==> src/pwmsdw_pkg.sv <==
// ----------------------------------------------------------------------------
// PWM shadow store package
// Transaction types, register indexes, sequencer states and fixed constants
// shared by the PWM shadow store with dirty write-back.
// ----------------------------------------------------------------------------
package pwmsdw_pkg;

    typedef struct packed {
        logic        op;
        logic [3:0]  channel;
        logic [15:0] duty;
    } in_item_t;

    typedef struct packed {
        logic [7:0]  bus_address;
        logic [6:0]  reg_address;
        logic [12:0] on_count;
        logic [12:0] off_count;
        logic        run_first;
        logic        run_last;
        logic        last;
    } out_item_t;

    typedef enum logic {
        OP_SET    = 1'b0,
        OP_UPDATE = 1'b1
    } op_t;

    typedef enum logic [1:0] {
        CFG_ADDRESS_BASE = 2'd0,
        CFG_DEVICE_INDEX = 2'd1,
        CFG_FULL_ON_CODE = 2'd2
    } cfg_index_t;

    typedef enum logic [1:0] {
        ST_IDLE  = 2'd0,
        ST_SCAN  = 2'd1,
        ST_FETCH = 2'd2
    } state_t;

    localparam int unsigned CFG_DATA_W = 13;

    localparam logic [7:0]  ADDRESS_BASE_RST = 8'd128;
    localparam logic [1:0]  DEVICE_INDEX_RST = 2'd0;
    localparam logic [12:0] FULL_ON_CODE_RST = 13'd4096;

    localparam logic [6:0]  REG_ADDR_BASE = 7'd6;
    localparam logic [15:0] DUTY_FULL_ON  = 16'hFFFF;
    localparam logic [15:0] DUTY_FULL_OFF = 16'h0000;

endpackage

==> src/pwm_shadow_dirty_write_back.sv <==
// ----------------------------------------------------------------------------
// PWM shadow store with dirty write-back
// Holds one duty value per channel with a dirty mark and, on an update,
// walks the channels in order and issues one register write per dirty one.
// ----------------------------------------------------------------------------
// Input transactions arrive on in_valid/in_ready with an in_data payload. A set
// transaction stores a duty value for one channel and marks it dirty. An update
// transaction starts a walk over the channels in order through a shifting copy
// of the dirty mask, which stops after the highest dirty channel. A clean
// channel passes through the scan state only and a dirty channel through the
// scan and fetch states, the fetch for the registered read of its stored value.
// In_ready is low during the walk.
// Each result is a register write on out_valid/out_ready, held in an output
// register; the walk waits while that register is full and the receiver
// stalls. The first result passes through the scan and fetch states and the
// output register, after one scan step for each clean channel below the
// lowest dirty one. The configuration port takes a write on any cycle with
// cfg_write high. Reset clears the dirty marks, the walk and the output valid
// flag and loads the configuration reset values; duty values stay undefined.
// ----------------------------------------------------------------------------
module pwm_shadow_dirty_write_back
    import pwmsdw_pkg::*;
#(
    parameter int unsigned CHANNELS = 16
)
(
    input  logic                  clk,
    input  logic                  rst_n,
    input  logic                  cfg_write,
    input  logic [1:0]            cfg_index,
    input  logic [CFG_DATA_W-1:0] cfg_data,
    input  logic                  in_valid,
    output logic                  in_ready,
    input  in_item_t              in_data,
    output logic                  out_valid,
    input  logic                  out_ready,
    output out_item_t             out_data
);

    localparam int unsigned CW = (CHANNELS > 1) ? $clog2(CHANNELS) : 1;

    logic [7:0]          address_base_reg;
    logic [1:0]          device_index_reg;
    logic [12:0]         full_on_code_reg;

    logic [15:0]         values_mem [CHANNELS];
    logic [15:0]         rd_data_reg;

    state_t              state_reg;
    state_t              state_next;
    logic [CHANNELS-1:0] dirty_reg;
    logic [CHANNELS-1:0] dirty_next;
    logic [CHANNELS-1:0] pend_reg;
    logic [CHANNELS-1:0] pend_next;
    logic [CHANNELS-1:0] pend_shifted;
    logic [CW-1:0]       cnt_reg;
    logic [CW-1:0]       cnt_next;
    logic                prev_reg;
    logic                prev_next;
    logic                out_valid_reg;
    logic                out_valid_next;
    out_item_t           out_reg;
    out_item_t           out_next;

    logic                in_accept;
    logic                set_accept;
    logic                upd_accept;
    logic                set_in_range;
    logic                slot_free;
    logic                do_load;
    logic                do_skip;
    logic                more_dirty;
    logic [12:0]         on_val;
    logic [12:0]         off_val;

    assign in_accept    = in_valid && in_ready;
    assign set_in_range = ({1'b0, in_data.channel} < 5'(CHANNELS));
    assign set_accept   = in_accept && (in_data.op == OP_SET);
    assign upd_accept   = in_accept && (in_data.op == OP_UPDATE);
    assign slot_free    = !out_valid_reg || out_ready;
    assign pend_shifted = pend_reg >> 1;
    assign more_dirty   = |pend_shifted;

    always_ff @(posedge clk or negedge rst_n)
    begin
        if (!rst_n)
        begin
            address_base_reg <= ADDRESS_BASE_RST;
            device_index_reg <= DEVICE_INDEX_RST;
            full_on_code_reg <= FULL_ON_CODE_RST;
        end
        else if (cfg_write)
        begin
            case (cfg_index_t'(cfg_index))
                CFG_ADDRESS_BASE: address_base_reg <= cfg_data[7:0];
                CFG_DEVICE_INDEX: device_index_reg <= cfg_data[1:0];
                CFG_FULL_ON_CODE: full_on_code_reg <= cfg_data[12:0];
                default:          ;
            endcase
        end
    end

    always_ff @(posedge clk)
    begin
        if (set_accept && set_in_range)
        begin
            values_mem[in_data.channel[CW-1:0]] <= in_data.duty;
        end
        rd_data_reg <= values_mem[cnt_reg];
    end

    // Output decode for the sequencer.
    always_comb
    begin
        in_ready = 1'b0;
        do_load  = 1'b0;
        do_skip  = 1'b0;
        case (state_reg)
            ST_IDLE:  in_ready = 1'b1;
            ST_SCAN:  do_skip  = !pend_reg[0];
            ST_FETCH: do_load  = slot_free;
            default:  ;
        endcase
    end

    always_comb
    begin
        state_next = state_reg;
        case (state_reg)
            ST_IDLE:
            begin
                if (upd_accept && (|dirty_reg))
                begin
                    state_next = ST_SCAN;
                end
            end
            ST_SCAN:
            begin
                if (pend_reg[0])
                begin
                    state_next = ST_FETCH;
                end
            end
            ST_FETCH:
            begin
                if (do_load)
                begin
                    state_next = more_dirty ? ST_SCAN : ST_IDLE;
                end
            end
            default: state_next = ST_IDLE;
        endcase
    end

    always_comb
    begin
        on_val  = 13'd0;
        off_val = 13'(rd_data_reg >> 4);
        if (rd_data_reg == DUTY_FULL_ON)
        begin
            on_val  = full_on_code_reg;
            off_val = 13'd0;
        end
        else if (rd_data_reg == DUTY_FULL_OFF)
        begin
            off_val = full_on_code_reg;
        end
    end

    always_comb
    begin
        dirty_next     = dirty_reg;
        pend_next      = pend_reg;
        cnt_next       = cnt_reg;
        prev_next      = prev_reg;
        out_valid_next = out_valid_reg && !out_ready;
        out_next       = out_reg;

        if (set_accept && set_in_range)
        begin
            dirty_next = dirty_reg | (CHANNELS'(1) << in_data.channel[CW-1:0]);
        end
        if (upd_accept)
        begin
            dirty_next = '0;
            pend_next  = dirty_reg;
            cnt_next   = '0;
            prev_next  = 1'b0;
        end
        if (do_skip || do_load)
        begin
            pend_next = pend_shifted;
            cnt_next  = cnt_reg + CW'(1);
            prev_next = do_load;
        end
        if (do_load)
        begin
            out_valid_next       = 1'b1;
            out_next.bus_address = address_base_reg + {5'd0, device_index_reg, 1'b0};
            out_next.reg_address = REG_ADDR_BASE + (7'(cnt_reg) << 2);
            out_next.on_count    = on_val;
            out_next.off_count   = off_val;
            out_next.run_first   = !prev_reg;
            out_next.run_last    = !pend_shifted[0];
            out_next.last        = !more_dirty;
        end
    end

    always_ff @(posedge clk or negedge rst_n)
    begin
        if (!rst_n)
        begin
            state_reg     <= ST_IDLE;
            dirty_reg     <= '0;
            pend_reg      <= '0;
            cnt_reg       <= '0;
            prev_reg      <= 1'b0;
            out_valid_reg <= 1'b0;
        end
        else
        begin
            state_reg     <= state_next;
            dirty_reg     <= dirty_next;
            pend_reg      <= pend_next;
            cnt_reg       <= cnt_next;
            prev_reg      <= prev_next;
            out_valid_reg <= out_valid_next;
        end
    end

    always_ff @(posedge clk)
    begin
        out_reg <= out_next;
    end

    assign out_valid = out_valid_reg;
    assign out_data  = out_reg;

`ifndef NO_ASSERTIONS
    a_walk_has_work: assert property (@(posedge clk) disable iff (!rst_n)
        (state_reg == ST_SCAN) |-> (pend_reg != '0))
        else $error("Channel walk running with no dirty channel left.");

    a_update_clears: assert property (@(posedge clk) disable iff (!rst_n)
        (upd_accept && (dirty_reg != '0)) |=> ((state_reg == ST_SCAN) && !in_ready))
        else $error("Update transaction did not start the channel walk.");

    a_last_ends_walk: assert property (@(posedge clk) disable iff (!rst_n)
        (do_load && !more_dirty) |=> (state_reg == ST_IDLE))
        else $error("Walk continued after the final result.");

    a_fetch_on_dirty: assert property (@(posedge clk) disable iff (!rst_n)
        (state_reg == ST_FETCH) |-> pend_reg[0])
        else $error("Value fetched for a clean channel.");
`endif

endmodule
==> config.mk <==
export PLATFORM = sky130hd
export DESIGN_NAME = pwm_shadow_dirty_write_back
export DESIGN_NICKNAME = d
export VERILOG_FILES = /design/src/pwmsdw_pkg.sv /design/src/pwm_shadow_dirty_write_back.sv
export SDC_FILE = /design/constraint.sdc
export NUM_CORES = 1
export LEC_CHECK = 0
export BUFFER_PORTS_ARGS = -buffer_cell sky130_fd_sc_hd__buf_2
export CORE_MARGIN = 4
export CORE_UTILIZATION = 35
export CTS_CLUSTER_SIZE = 20
export DETAILED_ROUTE_END_ITERATION = 10
export SETUP_SLACK_MARGIN = 0.2
export SLEW_MARGIN = 15
export SYNTH_ARGS = -nofsm -noshare
export SYNTH_HDL_FRONTEND = slang
export SYNTH_SLANG_ARGS = --single-unit
==> constraint.sdc <==
create_clock -name clk -period 3 [get_ports clk]
set_input_delay 0.9 -clock clk [delete_from_list [all_inputs] [get_ports clk]]
set_output_delay 0.9 -clock clk [all_outputs]
set_load 0.1 [all_outputs]
# After elaboration in Yosys (flattened, before gate mapping)

Memories as Yosys holds them, arrays and structs flattened. A register that Yosys moved wholly into a read port is not among the register bits.
Cells that the tools add are included.

Add/sub/neg operators: 3
Multipliers: 0
Divide/modulo/power cells: 0
Order comparisons: 0
Equality and inequality tests: 8
Shift operators: 1
Multiplexer cells: 20
Bitwise operators: 3
Reduce and logical (&&, ||, !) cells: 25

Operators by type and width:

| operator             | number |
|---|---|
| $mux 16              | 4 |
| $eq 16x16->1 const B | 1 |
| $logic_not 16->1     | 1 |
| $or 16x16->16        | 1 |
| $reduce_or 16->1     | 1 |
| $shl 1x4->16 const A | 1 |
| $reduce_or 15->1     | 1 |
| $mux 12              | 1 |
| $mux 1               | 9 |
| $add 8x3->8          | 1 |
| $mux 4               | 2 |
| $add 3x6->7 const A  | 1 |
| $logic_not 1->1      | 6 |
| $mux 2               | 3 |
| $ne 2x2->1 const B   | 3 |
| $pmux 2 s3           | 1 |
| $reduce_and 2->1     | 3 |
| $logic_and 1x1->1    | 5 |
| $add 4x1->4 const B  | 1 |
| $eq 2x1->1 const B   | 2 |
| $eq 2x2->1 const B   | 2 |
| $logic_not 2->1      | 2 |
| $reduce_bool 2->1    | 2 |
| $reduce_and 3->1     | 1 |
| other kinds (3)      | 5 |

Register bits after elaboration: 107
Latch bits: 0
Memory bits (writable): 256
ROM bits: 0
Memories: 1

Memories:

| memory     | depth | bits a word | read ports | clocked after Yosys merged registers in | write ports | line                              | text |
|---|---|---|---|---|---|---|---|
| values_mem | 16    | 16          | 1          | 1                                       | 1           | pwm_shadow_dirty_write_back.sv:46 | `logic [15:0] values_mem [CHANNELS];` |

# Logic depth before layout (Yosys ltp)

Word-level depth: 7
Depth in mapped cells: 7

# Worst setup path before layout

Ideal clock, no wire load.

Kind: register -> register
Start: register out_valid_reg (netlist: out_valid)
End: register out_reg (netlist bit out_data[0]) (enable)
Library setup time: 443 ps
Arrival: 2872 ps
Required time: 2557 ps
Path slack: -315 ps
Stages on the path, launching flop included: 3
Period minus slack after synthesis: 3315 ps
Path through: dfrtp_1 -> nor2b_1 -> nor2_1

Word-level cells in the longest chain between the ends: 3

RTL lines:

| what                     | line                               | text |
|---|---|---|
| start: declaration       | pwm_shadow_dirty_write_back.sv:60  | `logic out_valid_reg;` |
| start signal: assignment | pwm_shadow_dirty_write_back.sv:227 | `out_valid_reg <= out_valid_next;` |
| $logic_not 1->1          | pwm_shadow_dirty_write_back.sv:80  | `assign slot_free = !out_valid_reg \|\| out_ready;` |
| $logic_or 1x1->1         | pwm_shadow_dirty_write_back.sv:80  |  |
| $mux 1                   | pwm_shadow_dirty_write_back.sv:118 | `case (state_reg)` |
| named net do_load        | pwm_shadow_dirty_write_back.sv:70  | `logic do_load;` |
| end signal: assignment   | pwm_shadow_dirty_write_back.sv:233 | `out_reg <= out_next;` |
| end: declaration         | pwm_shadow_dirty_write_back.sv:62  | `out_item_t out_reg;` |

The timed path passes the listed nets, and every way through them passes these cells.
A chain may end at the register's enable or synchronous reset.

# Final worst setup path

Start: register state_reg[1]
End: output in_ready

Word-level cells in the longest chain between the ends: 2

RTL lines:

| what                     | line                               | text |
|---|---|---|
| start: declaration       | pwm_shadow_dirty_write_back.sv:49  | `state_t state_reg;` |
| start signal: assignment | pwm_shadow_dirty_write_back.sv:222 | `state_reg <= state_next;` |
| $logic_not 2->1          | pwm_shadow_dirty_write_back.sv:118 |  |
| $mux 1                   | pwm_shadow_dirty_write_back.sv:118 |  |
| end: declaration         | pwm_shadow_dirty_write_back.sv:33  | `output logic in_ready,` |

Every way passes these cells.

==> run summary <==
row count: 74
first-pass GRT wire length: 47.4 mm
1st-pass router iterations: 5
Crit-path slowest cell: dfrtp_1
drt drc: 0
final net count: 988
max-slew violations: 0
post-route setup slack: 530 ps
slowest stage delay, CP: 440 ps
Vias: 7,602
setup tns final: 0 ps
HP Class: in2async
unrepaired setup endpoints after global routing: no
Gate Count Post-Synth: 824
Worst setup EP type: output pin
number of port buffers: 84
CTS H-tree lvls: 2
max reg flops: 256
maximum vdd drop: 0.483 mV
f_max: 405 MHz
Final min period: 2470 ps
post_cts resized: 0
Die X: 213 µm
Longest Clk Path Bufs: 3
Req. time, crit path: 2100 ps
reg2reg end: rd_data_reg[1]
layout cells sized above 1: 29.3%
postcts setup bufs: 0
area delta synth->final: 16.4%
synth cell count leaders: edfxtp_1 (298), mux2i_1 (64), dfrtp_1 (61), nor2_1 (45), mux4_2 (32)
Detail Route Antenna Nets: 0
worst reg2reg setup slack: 870 ps
Worst-Skew Late Latency: 550 ps
syn nets: 869
Seq/Total Area, Yosys: 73.7%
placer congestion estimate: 0.789
Synth area leaders: edfxtp_1 (61%), dfrtp_1 (10%), mux4_2 (4.9%)
relative slew slack: 45.7%
drt wl/cell: 20.7 µm
P_leak: 6.27 nW
# setup viols final: 0
final hold vios: 0
worst slack at placement: 553 ps
path depth of the worst reg2reg path: 6
Final Power: 0.0154 W
Hold-fix buffers, CTS: 0
grt ovf: 0
vias in the first global route: 7,613
max cap viols: 0
Critical Path Fanout Max: 6
share of the synthesized area in the top cell type: 60.8%
clk slew on worst S/H paths: 60 ps
crit-path cells: nor2_1 > buf_2
utilization after layout: 41.6%
# clock sinks: 377
GRT Resource Usage Total: 13.8%
Post-synth ARST share: 16.7%
Most used DFF post-synth: edfxtp_1
initial antenna violation count: 1
Layout fillers: 3,636
synthesized area per cell: 17.9 µm²
outcome: finished, final reports clean
worst r2r src: cnt_reg[0]
Post-synth EDFFs: 298
CTS tree: built
Starting DRT DRC Count: 710
synthesis-stage register bit count: 377
largest area contributor in the netlist: edfxtp_1
synthesized area: 14,700 µm²
die area: 45,400 µm²
largest net degree at the start of global routing: 66
crit path kind: reg2out
final WL: 31.1 mm
critical path arrival: 1570 ps
Initial Util: 35.7%
Ys Warns: 0
Critical Path Source Type: flop
hpwl dp: 20.2 mm
Worst Tran Pin Value: 814 ps
CTS Buf Count: 41
top-count cell post-synth: edfxtp_1
Tcrit/Tclk final: 82.3%
via/cell ratio: 5.05
worst clock skew: 11.2 ps
synth unique cells: 51
PD cells: 901 nW/µm²
core area: 41,200 µm²
die height: 213 µm
IO Pins: 87
Root Buffer: clkbuf_16
worst max path at each step:
stage / start / end / cells past startpoint
finish: state_reg[1] / in_ready / 2
CTS: state_reg[1] / in_ready / 2
detailed placement: in_data[19] / values_mem[0][12] / 6
floorplan: in_valid / values_mem[8][0] / 3
global placement: in_data[19] / values_mem[0][10] / 6
global route: state_reg[1] / in_ready / 2
layer usage:
metal | routed length (µm) | GRT usage (%) | part of all wire, %
met3 | 1890 | 2.59 | 6.1
met5 | 13 | 0 | 0.042
met4 | 634 | 4.22 | 2.0
met1 | 14900 | 21.0 | 48
met2 | 13700 | 20.1 | 44
per-stage QoR:
| stage | cell area (µm²) | std cells | hold slack [ps] |
|---|---|---|---|
| after floorplan | 14700 | 824 | 421 |
| after global placement | 15900 | 1432 | 453 |
| after detailed placement | 15900 | 1432 | 449 |
| after CTS | 17100 | 1505 | 331 |
| after global routing | 17100 | 1505 | 364 |
| final | 17100 | 1506 | 336 |
cells by family after synthesis:
| kind of cell | share of synthesized area (%) |
|---|---|
| buf+inv | 2.24 |
| simple gates | 4.74 |
| other cells | 0.0510 |
| xor+xnor | 0.417 |
| mux | 11.1 |
| flops | 73.7 |
| compound gates | 7.37 |
| fa+ha+maj | 0.391 |
power by group:
| part | switching, W | internal [W] | leakage (nW) |
|---|---|---|---|
| sequential | 0.000361 | 0.00619 | 3.61 |
| combinational | 0.00262 | 0.00153 | 2.04 |
| clock | 0.00197 | 0.00276 | 0.618 |
area by class of cell:
type | count | area, µm² | share of cell area, %
Sequential cell | 377 | 10900 | 63.4
Multi-Input combinational cell | 399 | 3630 | 21.2
Clock buffer | 53 | 1100 | 6.43
Timing Repair Buffer | 120 | 703 | 4.11
Tap cell | 532 | 666 | 3.89
Clock inverter | 20 | 159 | 0.928
Inverter | 4 | 15.0 | 0.0877
Antenna cell | 1 | 2.50 | 0.0146
worst max-delay path: cells and delay by family, from the launching register on:
family	cells	cell delay (ps)
buf+inv	1	440
flops	1	440
simple gates	1	140
cells in the final DEF, fill, tap and decap left out, types with 18 or more instances in the layout:
| master | n |
|---|---|
| buf_4 | 35 |
| a22o_1 | 18 |
| a221oi_2 | 24 |
| mux4_2 | 32 |
| dfrtp_1 | 59 |
| edfxtp_1 | 298 |
| clkbuf_16 | 41 |
| nand2_1 | 26 |
| mux2i_1 | 64 |
| a21oi_1 | 25 |
| mux2_2 | 24 |
| buf_2 | 84 |
| nor2_1 | 32 |
No activity file was read; power rests on OpenSTA's default activity.
